$ cat src/hw/rtl/ffr_pkg.sv
// Shared types and constants of the first-fit range allocator.
// Used by the range cell, the cell chain and the top level; depends on nothing.
package ffr_pkg;

  localparam int SLOT_W   = 10;
  localparam int LEN_W    = 11;
  localparam int IDX_W    = 10;
  localparam int STATUS_W = 3;
  localparam int POOL_MAX = 1024;

  localparam logic [STATUS_W-1:0] ST_OK         = 3'd0;
  localparam logic [STATUS_W-1:0] ST_NO_SPACE   = 3'd1;
  localparam logic [STATUS_W-1:0] ST_BAD_FREE   = 3'd2;
  localparam logic [STATUS_W-1:0] ST_TABLE_FULL = 3'd3;
  localparam logic [STATUS_W-1:0] ST_ZERO       = 3'd4;

  typedef enum logic [2:0] {
    OP_HOLD,
    OP_ROT,
    OP_UPD,
    OP_INS,
    OP_DEL
  } op_kind_t;

  typedef struct packed {
    op_kind_t           kind;
    logic [IDX_W-1:0]   idx;
    logic [SLOT_W-1:0]  start;
    logic [LEN_W-1:0]   len;
  } op_t;

  typedef enum logic [2:0] {
    S_IDLE,
    S_SCAN_A,
    S_SCAN_B,
    S_DECIDE,
    S_OP1,
    S_OP2,
    S_OUT
  } state_t;

endpackage

$ cat src/hw/rtl/ffr_cell.sv
// One range entry of a table: a start slot and a length.
// Depends on ffr_pkg for the operation broadcast to every cell of the chain.
module ffr_cell #(
  parameter int IDX = 0
) (
  input  logic                        clk,
  input  ffr_pkg::op_t                op,
  input  logic [ffr_pkg::SLOT_W-1:0]  left_start,
  input  logic [ffr_pkg::LEN_W-1:0]   left_len,
  input  logic [ffr_pkg::SLOT_W-1:0]  right_start,
  input  logic [ffr_pkg::LEN_W-1:0]   right_len,
  output logic [ffr_pkg::SLOT_W-1:0]  start,
  output logic [ffr_pkg::LEN_W-1:0]   len
);
  import ffr_pkg::*;

  localparam logic [IDX_W-1:0] MY_IDX = IDX_W'(IDX);

  always_ff @(posedge clk) begin
    case (op.kind)
      OP_ROT: begin
        start <= right_start;
        len   <= right_len;
      end
      OP_UPD: begin
        if (op.idx == MY_IDX) begin
          start <= op.start;
          len   <= op.len;
        end
      end
      OP_INS: begin
        if (MY_IDX > op.idx) begin
          start <= left_start;
          len   <= left_len;
        end else if (MY_IDX == op.idx) begin
          start <= op.start;
          len   <= op.len;
        end
      end
      OP_DEL: begin
        if (MY_IDX >= op.idx) begin
          start <= right_start;
          len   <= right_len;
        end
      end
      default: begin
      end
    endcase
  end

endmodule

$ cat src/hw/rtl/ffr_chain.sv
// A table of ranges held as a row of cells that rotate, insert and delete together.
// Depends on ffr_pkg and ffr_cell; cell 0 is the head seen by the controller.
module ffr_chain #(
  parameter int DEPTH = 64
) (
  input  logic                        clk,
  input  ffr_pkg::op_t                op,
  output logic [ffr_pkg::SLOT_W-1:0]  head_start,
  output logic [ffr_pkg::LEN_W-1:0]   head_len
);
  import ffr_pkg::*;

  logic [SLOT_W-1:0] st [DEPTH];
  logic [LEN_W-1:0]  ln [DEPTH];

  for (genvar k = 0; k < DEPTH; k++) begin : g_cell
    logic [SLOT_W-1:0] ls;
    logic [LEN_W-1:0]  ll;
    if (k == 0) begin : g_first
      assign ls = '0;
      assign ll = '0;
    end else begin : g_rest
      assign ls = st[k-1];
      assign ll = ln[k-1];
    end
    ffr_cell #(.IDX(k)) u_cell (
      .clk         (clk),
      .op          (op),
      .left_start  (ls),
      .left_len    (ll),
      .right_start (st[(k+1) % DEPTH]),
      .right_len   (ln[(k+1) % DEPTH]),
      .start       (st[k]),
      .len         (ln[k])
    );
  end

  assign head_start = st[0];
  assign head_len   = ln[0];

endmodule

$ cat config.mk
export PLATFORM = sky130hd
export DESIGN_NAME = ffr_chain
export DESIGN_NICKNAME = d
export VERILOG_FILES = /design/src/hw/rtl/ffr_pkg.sv /design/src/hw/rtl/ffr_cell.sv /design/src/hw/rtl/ffr_chain.sv
export SDC_FILE = /design/constraint.sdc
export NUM_CORES = 2
export LEC_CHECK = 0
export CAP_MARGIN = 20
export CORE_UTILIZATION = 45
export CTS_CLUSTER_SIZE = 20
export DETAILED_ROUTE_END_ITERATION = 6
export DONT_BUFFER_PORTS = 1
export REMOVE_ABC_BUFFERS = 1
export SYNTH_ARGS = -nofsm -noshare
export SYNTH_HDL_FRONTEND = slang
export SYNTH_SLANG_ARGS = --single-unit
$ cat constraint.sdc
create_clock -name clk -period 7 [get_ports clk]
set_input_delay 0.35 -clock clk [delete_from_list [all_inputs] [get_ports clk]]
set_output_delay 0.35 -clock clk [all_outputs]
set_load 0.03 [all_outputs]
; After elaboration in Yosys (flattened, before gate mapping)
; Index checks and enable logic that the tools add are counted.
[classes]
order_cmp = 128
eq_ne = 320
n_mux = 638
n_reduce_logical = 66
[op_table]
columns = operator, count
row1 = 11-bit one-hot mux with 4 select lines, 64
row2 = 11-bit two-way mux, 255
row3 = 10-bit one-hot mux with 4 select lines, 64
row4 = 10-bit two-way mux, 255
row5 = 10-bit by 6-bit equality test with 1-bit output (second input constant), 32
row6 = 6-bit by 10-bit equality test with 1-bit output (first input constant), 32
row7 = 6-bit by 10-bit greater-or-equal comparator with 1-bit output (first input constant), 32
row8 = 6-bit by 10-bit > comparator with 1-bit output (first input constant), 32
row9 = 2-bit by 1-bit inequality test with 1-bit output (second input constant), 127
row10 = 4-bit AND reduction, 63
row11 = 3-bit by 1-bit inequality test with 1-bit output (second input constant), 63
row12 = 10-bit by 5-bit equality test with 1-bit output (second input constant), 16
row13 = 5-bit by 10-bit equality test with 1-bit output (first input constant), 16
row14 = 5-bit by 10-bit greater-or-equal comparator with 1-bit output (first input constant), 16
row15 = 5-bit by 10-bit > comparator with 1-bit output (first input constant), 16
row16 = 10-bit by 4-bit equality test with 1-bit output (second input constant), 8
row17 = 4-bit by 10-bit equality test with 1-bit output (first input constant), 8
row18 = 4-bit by 10-bit greater-or-equal comparator with 1-bit output (first input constant), 8
row19 = 4-bit by 10-bit > comparator with 1-bit output (first input constant), 8
row20 = 10-bit by 3-bit equality test with 1-bit output (second input constant), 4
row21 = 3-bit by 10-bit equality test with 1-bit output (first input constant), 4
row22 = 3-bit by 10-bit greater-or-equal comparator with 1-bit output (first input constant), 4
row23 = 3-bit by 10-bit > comparator with 1-bit output (first input constant), 4
row24 = 10-bit by 2-bit equality test with 1-bit output (second input constant), 2
row25 = 13 further kinds, 19
[totals]
register_bits = 1344
in_bits = 35
output_inout_bits = 21

; Logic depth before layout (Yosys ltp)
[depth]
depth_word = 4
depth_mapped = 9
mapped_depth_nobuf = 5

; Least setup slack after synthesis
; Ideal clock, no wire load.
[synth_timing]
path_type = input-to-reg
startpoint = input port op[26] (netlist name)
endpoint = register g_cell[0].u_cell.len[0] (netlist name) (enable)
setup_time_ps = 428
arrival_ps = 3393
required_time_ps = 6572
slack_ps = 3179
path_stages = 8
path_cell_list = buf_2 > nor4_1 > buf_2 > nand2_1 > a211o_1 > clkbuf_1 > buf_2 > o21ai_0
[synth_via]
elab_chain_cells = 3
[synth_rtl]
columns = element, line_no
row1 = start: declaration, ffr_chain.sv:7  ; input ffr_pkg::op_t op,
row2 = 1-bit by 10-bit greater-or-equal comparator with 1-bit output, ffr_cell.sv:41  ; if (MY_IDX >= op.idx) begin
row3 = 2-bit by 1-bit inequality test with 1-bit output (no line), -
row4 = 2-bit AND reduction (no line), -
row5 = end signal: assignment, ffr_cell.sv:34  ; len <= left_len;
row6 = end signal: assignment, ffr_cell.sv:37  ; len <= op.len;
row7 = end signal: assignment, ffr_cell.sv:43  ; len <= right_len;
row8 = end: declaration, ffr_cell.sv:13  ; output logic [ffr_pkg::LEN_W-1:0] len
; No other way between the ends.
; A chain may end at the register's enable or synchronous reset.

; Worst setup path after layout
[layout_timing]
startpoint = input port op[32] (netlist name)
endpoint = register g_cell[50].u_cell.start[5] (netlist name) (data pin)
[layout_via]
elab_chain_cells = 2
elab_cells_between_ends = 5
classes_between = 4 x eq/ne / 1 x mux
[layout_rtl]
columns = element, line_no
row1 = 3-bit equality test (tied with other cells), ffr_cell.sv:20  ; case (op.kind)
row2 = 10-bit one-hot mux with 4 select lines (*), ffr_cell.sv:20
row3 = end signal: assignment, ffr_cell.sv:22  ; start <= right_start;
row4 = end signal: assignment, ffr_cell.sv:27  ; start <= op.start;
row5 = end signal: assignment, ffr_cell.sv:33  ; start <= left_start;
row6 = end: declaration, ffr_cell.sv:12  ; output logic [ffr_pkg::SLOT_W-1:0] start,
; Mark *: on every way between the ends. The rest lies on a longest branch, timed or not.

==> results.toml <==
[floorplanning]
initial_core_util_pct = 45.4
io_pins = 56
rows = 144
die_h_microns = 397
core_area_sq_um = 154000
die-area_sq_um = 157000
die_x_microns = 397

[setup_path]
crit_path_cell_trace = "nor2b_4, buf_12, buf_4, buf_4, nand3_1, o211ai_1"
cp_top_family = "buffers and inverters"
cp_max_fo = 165
cp_data_arrival_time_ns = 3.49
r2r-end = "g_cell[63].u_cell.len[6]$_DFFE_PP_"
endpoint_kind = "flip-flop"
cp_slowest_stage_delay_ns = 0.96
path_class = "in -> reg"
cp-start-kind = "input port"
reg2reg_from = "g_cell[0].u_cell.len[6]$_DFFE_PP_"
crit_slowest_cell = "buf_4"
critPathBufInv = 3
ff2ff_setup_slack_ns = 5.69
crit_top_cell = "buf_4"
required_ns = 7.61
reg2reg_depth = 2

[layout]
syn_to_final_growth_pct = 10.2
finalNonFillerCells = 8313
nets = 6181
layout-drive-gt1-share_pct = 7.61
final_util_pct = 50.1
design_area_sq_um = 77200
fill_cells = 14200

[timing]
setup_tns_ns = 0
max_slew_margin_pct = 23.9
clock.fmax_ghz = 0.348
min_period_over_period_pct = 41.1
tightest_slew_ns = 1.14
fin_worst_skew_ns = 0.0216
hold_viol = 0
fin_crit_ns = 2.87
rsz0062_at_grt = "false"
setup_viol = 0
slew_viol_final = 0

[pwr]
p_per_area_nw_per_um2 = 249
leakagePower_nw = 31.0
irDropWorstVdd_uv = 218
p_seq_share_pct = 51.3
cell_internal_pwr_w = 0.0144
p_comb_share_pct = 9.1
p_clk_share_pct = 39.6
switching_power_w = 0.00484
p_sw_share_pct = 25.2

[worst_hold_path]
whs_path_depth = 2
worstHoldPathType = "in -> reg"
hold_start = "op[15]"
hold-path-endpoint = "g_cell[53].u_cell.start[4]$_DFFE_PP_"

[outcome]
status = "finished, violations left"
violations = "design-rule violations"

[global_route]
gr-total-overflow = 0
grt_start_max_net_pins = 272
track_usage_pct = 25.8
antenna_found_initial = 8
grt_pass1_vias = 49800
grtUsageMet2_pct = 39.7
top_usage_layer = "met2"
met3_usage_pct = 4.97
grt_pass1_wl_microns = 313000
gr-usage-met1_pct = 37.1

[route]
wl_microns = 207000
drt-wirelength-per-cell_microns = 24.9
first_pass_iters = 7
ant_nets = 0
drc = 4
drt_iter0_drc = 6027
routed-via-count = 50600
vias_per_cell = 6.09

[clocking]
cts_buffers = 151
root_buffer = "clkbuf_16"
cts.clk_slew.worst_paths_ns = 0.06
clock_path_buffers = 3
numClockSinks = 1344
tritoncts = "done"
cts_setup_buffers = 0
insertion_delay_ns = 0.81
cts_max_level = 4

[yosys]
ys_ff_latch = 1344
avgSynthCellArea_sq_um = 10.8
yosys_warnings = 0
yosysUniqueCellTypes = 69
synthArstFlopShare_pct = 0
syn-cell-area_sq_um = 70000
synthCells = 6467
synth_edf_count = 1344
ys_seq_area_share_pct = 57.6
ys.flop_type = "edfxtp_1"

[placement]
port-buffer-count = 0
placedCellCount = 7996
placed_cell_area_sq_um = 71700
hpwl_microns = 122000
routabilityCongestion = 0.922

[run]
maxCapViolations = 0
-- registers in the layout, indices dropped and copies added, names as in the netlist --
register             flops
g_cell.u_cell.len      704
g_cell.u_cell.start    640
-- worst max-delay path by stage --
stage | cells past startpoint | from | to
finish | 6 | op[32] | g_cell[50].u_cell.start[5]$_DFFE_PP_
floorplan | 3 | op[33] | g_cell[53].u_cell.len[0]$_DFFE_PP_
global placement | 5 | op[30] | g_cell[40].u_cell.len[2]$_DFFE_PP_
global route | 6 | op[32] | g_cell[50].u_cell.start[8]$_DFFE_PP_
CTS | 6 | op[24] | g_cell[33].u_cell.len[2]$_DFFE_PP_
detailed placement | 6 | op[24] | g_cell[33].u_cell.len[2]$_DFFE_PP_
-- cell usage after synthesis (all sizes together) (4+ instances only) --
master / count / area (sq um)
or3: 4 / 25.0
a21oi: 110 / 562
nor4: 7 / 65.1
or4: 5 / 37.5
a31oi: 55 / 344
edfxtp: 1344 / 40400
or2: 6 / 37.5
a221o: 21 / 210
inv: 4 / 15.0
o211ai: 216 / 1630
nor2: 120 / 455
clkbuf: 450 / 1690
mux2i: 1071 / 10700
o32ai: 4 / 42.6
or4b: 5 / 53.8
and2: 28 / 175
nand2: 1399 / 5250
a21o: 5 / 37.5
o21a: 6 / 45.0
o22ai: 27 / 169
a41oi: 4 / 35.0
nor4b: 5 / 68.8
buf: 190 / 927
nand4: 8 / 50.1
nor2b: 6 / 37.5
and3: 4 / 25.0
nand3: 237 / 1190
o21ai: 1067 / 5340
a32oi: 7 / 61.3
nand2b: 8 / 50.1
nor3: 12 / 60.1
-- repair_timing --
item / in CTS / in global routing
hold buffers: 26 / 2
setup endpoints to repair: 0 / 0
endpoints found under the hold margin: 1151 / 23
resized for setup: 0 / 0
-- power by group through the flow --
stage                     clock [W]  sequential, W  combinational, W
final                       0.00761        0.00987           0.00175
after global routing        0.00800        0.00991           0.00194
after CTS                   0.00771        0.00987           0.00173
after detailed placement          0         0.0100           0.00154
after global placement            0         0.0100           0.00149
after floorplan                   0        0.00997           0.00206
-- cell type report --
| type | instances | area, sq um | area share [%] |
|---|---|---|---|
| clock inverter | 75 | 554 | 0.718 |
| antenna | 2 | 5.00 | 0.00648 |
| clock buffer | 199 | 4040 | 5.24 |
| tap | 2044 | 2560 | 3.31 |
| multi-input combinational | 4478 | 27700 | 35.9 |
| sequential | 1344 | 40400 | 52.3 |
| timing repair buffer | 166 | 1960 | 2.53 |
| inverter | 5 | 18.8 | 0.0243 |
-- worst reg2reg max path, cell delays in order (launching register included) --
cell and delay [ns]:
edfxtp_1 0.61, nand2_1 0.27, o21ai_0 0.13
-- logic make-up (layout without fill, tap and decap cells) --
logic type	Yosys count	count (layout)	share of synthesized area, %
buf+inv	645	445	3.76
xor+xnor	1	1	0.0125
other cells	0	2	0
compound gates	1544	1544	12.4
flops	1344	1344	57.6
mux	1071	1071	15.3
simple gates	1862	1862	10.9
-- per-layer routing --
metal / wire [microns] / vias to the layer above
met4: 5070 / 6
met5: 37 / -
met1: 92000 / 25300
met2: 93600 / 1857
met3: 16300 / 311
li1: - / 23100
-- cells in the final DEF, fill, tap and decap left out, drive strengths merged, types with 7 or more instances in the layout --
cell and n:
nand2 1399, edfxtp 1344, mux2i 1071, o21ai 1067, nand3 237, o211ai 216
clkbuf 199, buf 159, nor2 120, a21oi 110, clkinv 62, a31oi 55
and2 28, o22ai 27, a221o 21, nor3 12, inv 9, nand4 8
nand2b 8, a32oi 7, dlygate4sd3 7, nor4 7
-- per-stage QoR --
step,hold WS [ns],worst slack [ns],power [W]
after floorplan,0.496,-40.40,0.0120
after global placement,0.509,3.30,0.0115
after detailed placement,0.514,3.27,0.0116
after CTS,0.0104,4.12,0.0193
after global routing,0.0616,4.08,0.0198
final,0.0412,4.13,0.0192
No activity file was read; power rests on OpenSTA's default activity.
